==> src/rtl/mnee_pkg.sv <==
// Package for the note event encoder: shared constants and types.
// No dependencies.
package mnee_pkg;
    localparam logic [4:0] NO_CHAN      = 5'd31;
    localparam logic [7:0] ST_NOTE_ON   = 8'h90;
    localparam logic [7:0] ST_NOTE_OFF  = 8'h80;
    localparam logic [7:0] ST_CTRL      = 8'hb0;
    localparam logic [7:0] ST_PROG      = 8'hc0;
    localparam logic [7:0] CC_DAMPER    = 8'h40;
    localparam logic [7:0] CC_VOLUME    = 8'h07;
    localparam logic [7:0] VOLUME_VAL   = 8'd80;
    localparam logic [7:0] CC_PAN       = 8'h0a;
    localparam logic [4:0] DRUM_CHAN    = 5'd9;
    localparam logic [6:0] CLAMP_NOTE   = 7'd60;
    localparam logic [6:0] NOTE_LIMIT   = 7'd100;

    localparam logic [1:0] REG_TICKS    = 2'd0;
    localparam logic [1:0] REG_UNITS    = 2'd1;
    localparam logic [1:0] REG_PAN_EVEN = 2'd2;
    localparam logic [1:0] REG_PAN_ODD  = 2'd3;

    // delta divider request and result
    typedef struct packed {
        logic        start;
        logic [41:0] dividend;
        logic [7:0]  divisor;
    } div_req_t;

    typedef struct packed {
        logic        done;
        logic [31:0] quotient;
    } div_rsp_t;
endpackage

==> src/rtl/mnee_divider.sv <==
// Restoring divider, one quotient bit per cycle, saturating at 32 bits.
// Depends on mnee_pkg.
module mnee_divider (
    input  logic                clk,
    input  logic                rst_n,
    input  mnee_pkg::div_req_t  req,
    output mnee_pkg::div_rsp_t  rsp
);
    import mnee_pkg::*;

    logic [41:0] quo_reg;
    logic [7:0]  rem_reg;
    logic [7:0]  dvs_reg;
    logic [5:0]  cnt_reg;
    logic        busy_reg;
    logic        done_reg;
    logic [8:0]  trial;

    assign trial = {rem_reg, quo_reg[41]} - {1'b0, dvs_reg};

    always_ff @(posedge clk or negedge rst_n)
    begin
        if (!rst_n)
        begin
            busy_reg <= 1'b0;
            done_reg <= 1'b0;
            cnt_reg  <= '0;
        end
        else
        begin
            done_reg <= 1'b0;
            if (req.start)
            begin
                busy_reg <= 1'b1;
                cnt_reg  <= 6'd42;
            end
            else if (busy_reg)
            begin
                cnt_reg <= cnt_reg - 6'd1;
                if (cnt_reg == 6'd1)
                begin
                    busy_reg <= 1'b0;
                    done_reg <= 1'b1;
                end
            end
        end
    end

    always_ff @(posedge clk)
    begin
        if (req.start)
        begin
            quo_reg <= req.dividend;
            rem_reg <= '0;
            dvs_reg <= (req.divisor == 8'd0) ? 8'd1 : req.divisor;
        end
        else if (busy_reg)
        begin
            if (!trial[8])
            begin
                rem_reg <= trial[7:0];
                quo_reg <= {quo_reg[40:0], 1'b1};
            end
            else
            begin
                rem_reg <= {rem_reg[6:0], quo_reg[41]};
                quo_reg <= {quo_reg[40:0], 1'b0};
            end
        end
    end

    assign rsp.done     = done_reg;
    assign rsp.quotient = (quo_reg[41:32] != '0) ? 32'hffff_ffff : quo_reg[31:0];
endmodule

==> src/rtl/mnee_voice_mem.sv <==
// Per-voice channel and instrument memory with registered read.
// Depends on nothing; widths follow the voice count.
module mnee_voice_mem #(
    parameter int VOICES = 64
) (
    input  logic                      clk,
    input  logic [$clog2(VOICES)-1:0] rd_addr,
    output logic [12:0]               rd_data,
    input  logic                      wr_en,
    input  logic [$clog2(VOICES)-1:0] wr_addr,
    input  logic [12:0]               wr_data
);
    // {epoch, channel[4:0], instrument[6:0]} -- epoch bit marks written since reset
    logic [12:0] mem [VOICES];

    always_ff @(posedge clk)
    begin
        if (wr_en)
            mem[wr_addr] <= wr_data;
        rd_data <= mem[rd_addr];
    end
endmodule

==> src/rtl/midi_note_event_encoder.sv <==
// Top level of the note event encoder: control sequencer and byte output.
// Depends on mnee_pkg, mnee_divider and mnee_voice_mem.
//
// Each request becomes 4 to 21 bytes on the output channel, one per cycle when
// the sink is ready. The delta time is scaled by a 42-step bit-serial divider,
// and the voice state (channel and instrument) sits in a one-port-read memory
// read once per request and written back once per non-sampled request. After
// reset the voice memory is cleared by a sweep over all COLORS*GROUPS entries,
// during which no request is taken. No request is taken until the last byte.
module midi_note_event_encoder #(
    parameter int COLORS = 8,
    parameter int GROUPS = 8
) (
    input  logic        clk,
    input  logic        rst_n,
    input  logic        cfg_we,
    input  logic [1:0]  cfg_index,
    input  logic [15:0] cfg_data,
    input  logic        in_valid,
    output logic        in_ready,
    input  logic        note_start,
    input  logic [2:0]  color,
    input  logic [2:0]  group,
    input  logic [6:0]  instrument,
    input  logic        sampled,
    input  logic [23:0] event_time,
    input  logic [6:0]  note_number,
    input  logic [6:0]  velocity,
    input  logic        track_start,
    output logic        out_valid,
    input  logic        out_ready,
    output logic [7:0]  out_byte,
    output logic        last_byte,
    output logic        channels_exhausted
);
    import mnee_pkg::*;

    localparam int VOICES = COLORS * GROUPS;
    localparam int VW     = $clog2(VOICES);

    localparam logic [2:0] S_CLEAR = 3'd0;
    localparam logic [2:0] S_IDLE  = 3'd1;
    localparam logic [2:0] S_READ  = 3'd2;
    localparam logic [2:0] S_DIV   = 3'd3;
    localparam logic [2:0] S_EMIT  = 3'd4;

    logic [2:0]  state_reg;
    logic [VW-1:0] clr_reg;
    logic [15:0] ticks_reg;
    logic [7:0]  units_reg;
    logic [6:0]  pan_even_reg, pan_odd_reg;
    logic [4:0]  last_chan_reg;
    logic [23:0] last_time_reg;
    logic        warned_reg;

    logic        start_reg, smp_reg, col0_reg;
    logic [6:0]  instr_reg, note_reg, vel_reg;
    logic [23:0] time_reg;
    logic [VW-1:0] idx_reg;

    logic [4:0]  chan_reg;
    logic        prog_reg;
    logic [31:0] delta_reg;
    logic [2:0]  vlq_top_reg;
    logic [4:0]  pos_reg;
    logic [4:0]  nbytes_reg;

    logic [12:0] rd_data;
    logic        wr_en;
    logic [VW-1:0] wr_addr, rd_addr;
    logic [12:0] wr_data;
    div_req_t    dreq;
    div_rsp_t    drsp;

    logic [VW-1:0] idx_in;
    logic [23:0] diff;
    logic [4:0]  next_chan;
    logic        mem_valid;
    logic [4:0]  mem_chan;

    logic [7:0]  byte_sel;
    logic [2:0]  vlq_top;
    logic [4:0]  vlq_pos;
    logic        in_vlq;

    // small modulo by repeated subtraction; operand is only 3 bits wide
    function automatic logic [4:0] reduce_mod(logic [2:0] v, int m);
        logic [4:0] r;
        r = {2'b00, v};
        for (int i = 0; i < 8; i++)
            if (32'(r) >= m)
                r = r - 5'(m);
        return r;
    endfunction

    assign idx_in = VW'(32'(reduce_mod(color, COLORS)) +
                        32'(reduce_mod(group, GROUPS)) * COLORS);
    assign rd_addr = idx_in;
    assign in_ready = (state_reg == S_IDLE);

    mnee_voice_mem #(.VOICES(VOICES)) u_mem (
        .clk(clk), .rd_addr(rd_addr), .rd_data(rd_data),
        .wr_en(wr_en), .wr_addr(wr_addr), .wr_data(wr_data)
    );

    mnee_divider u_div (.clk(clk), .rst_n(rst_n), .req(dreq), .rsp(drsp));

    assign mem_valid = rd_data[12];
    assign mem_chan  = mem_valid ? rd_data[11:7] : NO_CHAN;
    assign next_chan = (last_chan_reg == NO_CHAN) ? 5'd0 :
                       (last_chan_reg == 5'd8) ? 5'd10 : last_chan_reg + 5'd1;
    assign diff      = time_reg - last_time_reg;

    // write port: clear sweep or voice update in S_READ for non-sampled requests
    always_comb
    begin
        wr_en   = 1'b0;
        wr_addr = idx_reg;
        wr_data = '0;
        if (state_reg == S_CLEAR)
        begin
            wr_en   = 1'b1;
            wr_addr = clr_reg;
        end
        else if (state_reg == S_READ && !smp_reg)
        begin
            wr_en = 1'b1;
            if (mem_chan != NO_CHAN)
                wr_data = {1'b1, mem_chan, instr_reg};
            else if (last_chan_reg == 5'd15)
                wr_data = {1'b1, NO_CHAN, instr_reg};
            else
                wr_data = {1'b1, next_chan, instr_reg};
        end
    end

    // 24x16 product, times four by the appended zeros
    always_comb
    begin
        dreq.start    = (state_reg == S_READ);
        dreq.dividend = (time_reg > last_time_reg) ?
                        {40'(diff) * 40'(ticks_reg), 2'b00} : 42'd0;
        dreq.divisor  = units_reg;
    end

    // first VLQ group index (0..4)
    always_comb
    begin
        if (drsp.quotient[31:28] != '0)      vlq_top = 3'd4;
        else if (drsp.quotient[27:21] != '0) vlq_top = 3'd3;
        else if (drsp.quotient[20:14] != '0) vlq_top = 3'd2;
        else if (drsp.quotient[13:7] != '0)  vlq_top = 3'd1;
        else                                 vlq_top = 3'd0;
    end

    // byte stream layout: prefix (7 if program change), vlq, tail
    always_comb
    begin
        logic [4:0] p;
        logic [4:0] vs;
        logic [4:0] k;
        logic [34:0] sh;
        p  = pos_reg;
        vs = prog_reg ? 5'd7 : 5'd0;
        in_vlq  = (p >= vs) && (p <= vs + 5'(vlq_top_reg));
        vlq_pos = 5'(vlq_top_reg) - (p - vs);
        sh = 35'(delta_reg) >> (7 * vlq_pos);
        k  = p - vs - 5'(vlq_top_reg) - 5'd1;
        byte_sel = '0;
        if (in_vlq)
            byte_sel = {(vlq_pos != 5'd0), sh[6:0]};
        else if (prog_reg && p < 5'd7)
        begin
            case (p)
                5'd1:    byte_sel = ST_CTRL + 8'(chan_reg);
                5'd2:    byte_sel = CC_DAMPER;
                5'd5:    byte_sel = CC_VOLUME;
                5'd6:    byte_sel = VOLUME_VAL;
                default: byte_sel = 8'd0;
            endcase
        end
        else if (prog_reg && k < 5'd6)
        begin
            case (k)
                5'd0:    byte_sel = CC_PAN;
                5'd1:    byte_sel = {1'b0, col0_reg ? pan_odd_reg : pan_even_reg};
                5'd3:    byte_sel = ST_PROG + 8'(chan_reg);
                5'd4:    byte_sel = {1'b0, instr_reg};
                default: byte_sel = 8'd0;
            endcase
        end
        else
        begin
            if (prog_reg)
                k = k - 5'd6;
            case (k)
                5'd0:    byte_sel = (start_reg ? ST_NOTE_ON : ST_NOTE_OFF) + 8'(chan_reg);
                5'd1:    byte_sel = {1'b0, smp_reg ? instr_reg :
                                     (note_reg >= NOTE_LIMIT ? CLAMP_NOTE : note_reg)};
                default: byte_sel = {1'b0, start_reg ? vel_reg : 7'd0};
            endcase
        end
    end

    assign out_valid          = (state_reg == S_EMIT);
    assign out_byte           = byte_sel;
    assign last_byte          = (pos_reg == nbytes_reg);
    assign channels_exhausted = warned_reg;

    always_ff @(posedge clk or negedge rst_n)
    begin
        if (!rst_n)
        begin
            state_reg     <= S_CLEAR;
            clr_reg       <= '0;
            ticks_reg     <= 16'd96;
            units_reg     <= 8'd4;
            pan_even_reg  <= 7'd30;
            pan_odd_reg   <= 7'd100;
            last_chan_reg <= NO_CHAN;
            last_time_reg <= '0;
            warned_reg    <= 1'b0;
            pos_reg       <= '0;
            chan_reg      <= '0;
            prog_reg      <= 1'b0;
            delta_reg     <= '0;
            vlq_top_reg   <= '0;
            nbytes_reg    <= '0;
        end
        else
        begin
            if (cfg_we)
            begin
                unique case (cfg_index)
                    REG_TICKS:    ticks_reg    <= cfg_data;
                    REG_UNITS:    units_reg    <= cfg_data[7:0];
                    REG_PAN_EVEN: pan_even_reg <= cfg_data[6:0];
                    REG_PAN_ODD:  pan_odd_reg  <= cfg_data[6:0];
                    default: ;
                endcase
            end
            unique case (state_reg)
                S_CLEAR:
                begin
                    clr_reg <= clr_reg + VW'(1);
                    if (32'(clr_reg) == VOICES - 1)
                        state_reg <= S_IDLE;
                end
                S_IDLE:
                begin
                    if (in_valid)
                    begin
                        state_reg <= S_READ;
                        if (track_start)
                            last_time_reg <= '0;
                    end
                end
                S_READ:
                begin
                    last_time_reg <= time_reg;
                    if (smp_reg)
                        prog_reg <= 1'b0;
                    else
                        prog_reg <= !mem_valid || rd_data[6:0] != instr_reg;
                    if (smp_reg)
                        chan_reg <= DRUM_CHAN;
                    else if (mem_chan != NO_CHAN)
                        chan_reg <= {1'b0, mem_chan[3:0]};
                    else if (last_chan_reg == 5'd15)
                    begin
                        chan_reg   <= 5'd0;
                        warned_reg <= 1'b1;
                    end
                    else
                    begin
                        chan_reg      <= next_chan;
                        last_chan_reg <= next_chan;
                    end
                    state_reg <= S_DIV;
                end
                S_DIV:
                begin
                    if (drsp.done)
                    begin
                        delta_reg   <= drsp.quotient;
                        vlq_top_reg <= vlq_top;
                        nbytes_reg  <= (prog_reg ? 5'd13 : 5'd0) + 5'(vlq_top) + 5'd3;
                        pos_reg     <= '0;
                        state_reg   <= S_EMIT;
                    end
                end
                S_EMIT:
                begin
                    if (out_ready)
                    begin
                        pos_reg <= pos_reg + 5'd1;
                        if (last_byte)
                            state_reg <= S_IDLE;
                    end
                end
                default: state_reg <= S_IDLE;
            endcase
        end
    end

    always_ff @(posedge clk)
    begin
        if (state_reg == S_IDLE && in_valid)
        begin
            start_reg <= note_start;
            smp_reg   <= sampled;
            col0_reg  <= color[0];
            instr_reg <= instrument;
            note_reg  <= note_number;
            vel_reg   <= velocity;
            time_reg  <= event_time;
            idx_reg   <= idx_in;
        end
    end

    a_warn_sticky: assert property (@(posedge clk) disable iff (!rst_n)
        warned_reg |=> warned_reg) else $error("warning flag cleared");
    a_no_in_while_out: assert property (@(posedge clk) disable iff (!rst_n)
        out_valid |-> !in_ready) else $error("input taken during output");
    a_last_ends: assert property (@(posedge clk) disable iff (!rst_n)
        (out_valid && out_ready && last_byte) |=> in_ready)
        else $error("no return to idle after last byte");
endmodule
==> config.mk <==
export PLATFORM = sky130hd
export DESIGN_NAME = midi_note_event_encoder
export DESIGN_NICKNAME = d
export VERILOG_FILES = /design/src/rtl/mnee_pkg.sv /design/src/rtl/mnee_divider.sv /design/src/rtl/mnee_voice_mem.sv /design/src/rtl/midi_note_event_encoder.sv
export SDC_FILE = /design/constraint.sdc
export NUM_CORES = 2
export LEC_CHECK = 0
export BUFFER_PORTS_ARGS = -buffer_cell sky130_fd_sc_hd__buf_2
export CORE_MARGIN = 2
export CORE_UTILIZATION = 50
export DETAILED_ROUTE_END_ITERATION = 7
export MAX_ROUTING_LAYER = met4
export PLACE_DENSITY = 0.68
export SYNTH_ARGS = -nofsm -noshare
export SYNTH_HDL_FRONTEND = slang
export SYNTH_SLANG_ARGS = --single-unit
==> constraint.sdc <==
create_clock -name clk -period 7.6 [get_ports clk]
set_input_delay 0.76 -clock clk [delete_from_list [all_inputs] [get_ports clk]]
set_output_delay 0.76 -clock clk [all_outputs]
set_load 0.02 [all_outputs]
==> out/metrics.cfg <==
[drt]
drt_pass1_iterations = 6
wl_met1_mm = 59.45
wl_met3_mm = 10.91
wl_met2_mm = 66.26
wl_mm = 140.1
vias = 34545
viasPerCell = 5.856
drc_errors = 0
ant_nets = 0
top_layer = met4
dr.first_iter.drc_count = 3449
wire_per_inst_um = 23.76

[timing]
rsz0062_at_grt = true
max_freq_mhz = 126.7
slew_viol_final = 0
hold_viol = 0
fin_crit_sh = 1.038
setup_violations = 21
worst_clock_skew_ps = 60.91
fin_ws_ps = -289.7
slew_headroom = 0.1206
holdWs_ps = 135.6
timing_worst_slew_pin_value_ps = 1319
layout_min_cycle_time_ps = 7890

[clock_tree]
htreeDepth = 3
cts_buffer_depth = 3
cts_tree = built
cts_made_buffers = 109
clock_sinks = 1092
path_clk_slew_ps = 60
root_buffer = clkbuf_16
worstSkewPairLatency_ps = 730
postCtsHoldBufs = 0

[yosys]
synth_edf_count = 935
synth-seq-area-share = 0.5540
synthArstFlopShare = 0.1245
yosysMostFrequentCell = edfxtp_1
ys.flop_type = edfxtp_1
ys_ff_latch = 1092
yosys.area.top_type_share = 0.4873
synth_area_sq_mm = 0.05761
synth_cell_types = 87
syn-num-nets = 4516
syn_avg_cell_area_sq_um = 14.58
synth_cells = 3952
synth_common_cells = 935 x edfxtp_1, 404 x inv_1, 392 x nand2_1
yosysTopAreaCell = edfxtp_1
netlist_top_cells_area = edfxtp_1 49%, mux4_2 11%, fa_1 11%, dfrtp_1 5.3%, ha_1 3.8%
ys.warnings.count = 0

[flow_run]
drv_cap = 0

[layout]
syn_to_final_growth_pct = 15.21
fin_area_sq_mm = 0.06638
largest_reg_flops = 832
drive_gt1_frac = 0.2507
fillers = 8738
nNetsFinal = 4854

[global_route]
grt_pass1_vias = 34216
grt_pass1_wl_mm = 211.3
grt_max_degree = 114
overflow = 0
track_usage = 0.2457
antenna_found_initial = 3

[critical_path]
rr_worst_depth = 33
r2r_slack_ps = -290
path_class = reg2reg
r2r-start = time_reg[6]
cp_data_arrival_time_ps = 8440
end_kind = flip-flop
start_kind = flip-flop
path_max_fanout = 3
r2r-end = u_div.quo_reg[41]
crit_required_ps = 8150
slowest_delay_ps = 550
critPathBufInv = 9
cpMaxStageDelayCell = fa_1
crit_path_frequent_cell = fa_1
crit_family = adder cells

[floorplanning]
io_pins = 89
coreArea_sq_mm = 0.1143
die-area_sq_mm = 0.1180
die_y_um = 343.5
initial_utilization = 0.5039
die_w_um = 343.5
rows = 124

[outcome]
violations = negative setup slack
status = complete, but fails checks

[placement]
dp_slack_ps = -634.5
gpl.final_weighted_congestion = 0.9077
dp_hpwl_mm = 93.19
port_buffers = 88
dpl_cell_area_sq_mm = 0.06146

[hold_path]
hp-class = in2async

## repair_timing
action                     CTS  global route
resized for setup           75           126
setup endpoints to repair   23            26
gates cloned                 0             2
setup buffers               16            36
pin swaps                   44            80
## worst register-to-register path: cells and delay by family (launching register included)
family / cells / cell delay, ps
buffers and inverters: 9 / 950
flip-flops: 1 / 390
adder cells (fa/ha/maj): 8 / 3560
AO/OA/AOI/OAI: 10 / 2130
AND/OR/NAND/NOR: 6 / 690
## routing by layer
metal / global-route usage / vias up
met5: - / -
met4: 0.06432 / 0
met2: 0.3705 / 1377
li1: - / 14947
met3: 0.03819 / 197
met1: 0.3524 / 18024
## area by class of cell
class                           count  area [sq um]  area share
Clock inverter                     67         711.9     0.01073
Tap cell                         1512          1892     0.02850
Multi-Input combinational cell   2275         24440      0.3681
Antenna cell                        3         7.507   0.0001131
Inverter                          405          1520     0.02290
Clock buffer                      138          2836     0.04273
Sequential cell                  1092         31920      0.4809
Timing Repair Buffer              407          3055     0.04603
## cells in the final DEF (no fill, tap or decap), types with 38 or more instances in the layout
cell type  netlist  final
a21oi_1         76     56
o21ai_0        133    121
mux4_2         280    280
fa_1           311    298
xnor2_1         42     40
edfxtp_1       935    935
nor2b_1         43     38
nand3_1         46     44
nand2_1        392    384
buf_2           25     85
inv_1          404    387
ha_1           176    153
nor2_1         156    121
clkbuf_16        0    110
buf_4            2    293
mux2_2          44     44
dfrtp_1        121    121
and2_1         169    161
## cell families after synthesis
logic type | Yosys count | synth area share
XOR/XNOR | 82 | 0.01273
flip-flops | 1092 | 0.5540
AND/OR/NAND/NOR | 944 | 0.07851
buffers and inverters | 585 | 0.03918
multiplexers | 339 | 0.1207
adder cells (fa/ha/maj) | 487 | 0.1463
AO/OA/AOI/OAI | 423 | 0.04862
## worst max path at each step
| stage | from | to | slack [ps] | cells after the start |
|---|---|---|---|---|
| 4_1_cts | time_reg[1] | u_div.quo_reg[40] | -360 | 33 |
| 2_1_floorplan | time_reg[7] | u_div.quo_reg[41] | 5 | 29 |
| 6_report | time_reg[6] | u_div.quo_reg[41] | -290 | 33 |
| 5_1_grt | last_time_reg[1] | u_div.quo_reg[40] | -600 | 34 |
| 3_3_place_gp | last_time_reg[1] | u_div.quo_reg[41] | -520 | 34 |
| 3_5_place_dp | last_time_reg[1] | u_div.quo_reg[41] | -630 | 34 |
## per-stage QoR
stage / utilization / instances / setup TNS, ps
global route: 0.5805 / 5897 / -10280
floorplan: - / 3952 / 0
global placement: 0.5375 / 5638 / -5734
CTS: 0.5727 / 5859 / -3862
finish: 0.5805 / 5899 / -3273
detailed placement: 0.5375 / 5638 / -8619
Power is left out: the tool's default activity adds up to more than one toggle a clock period on the data nets, which glitch-free logic cannot reach.
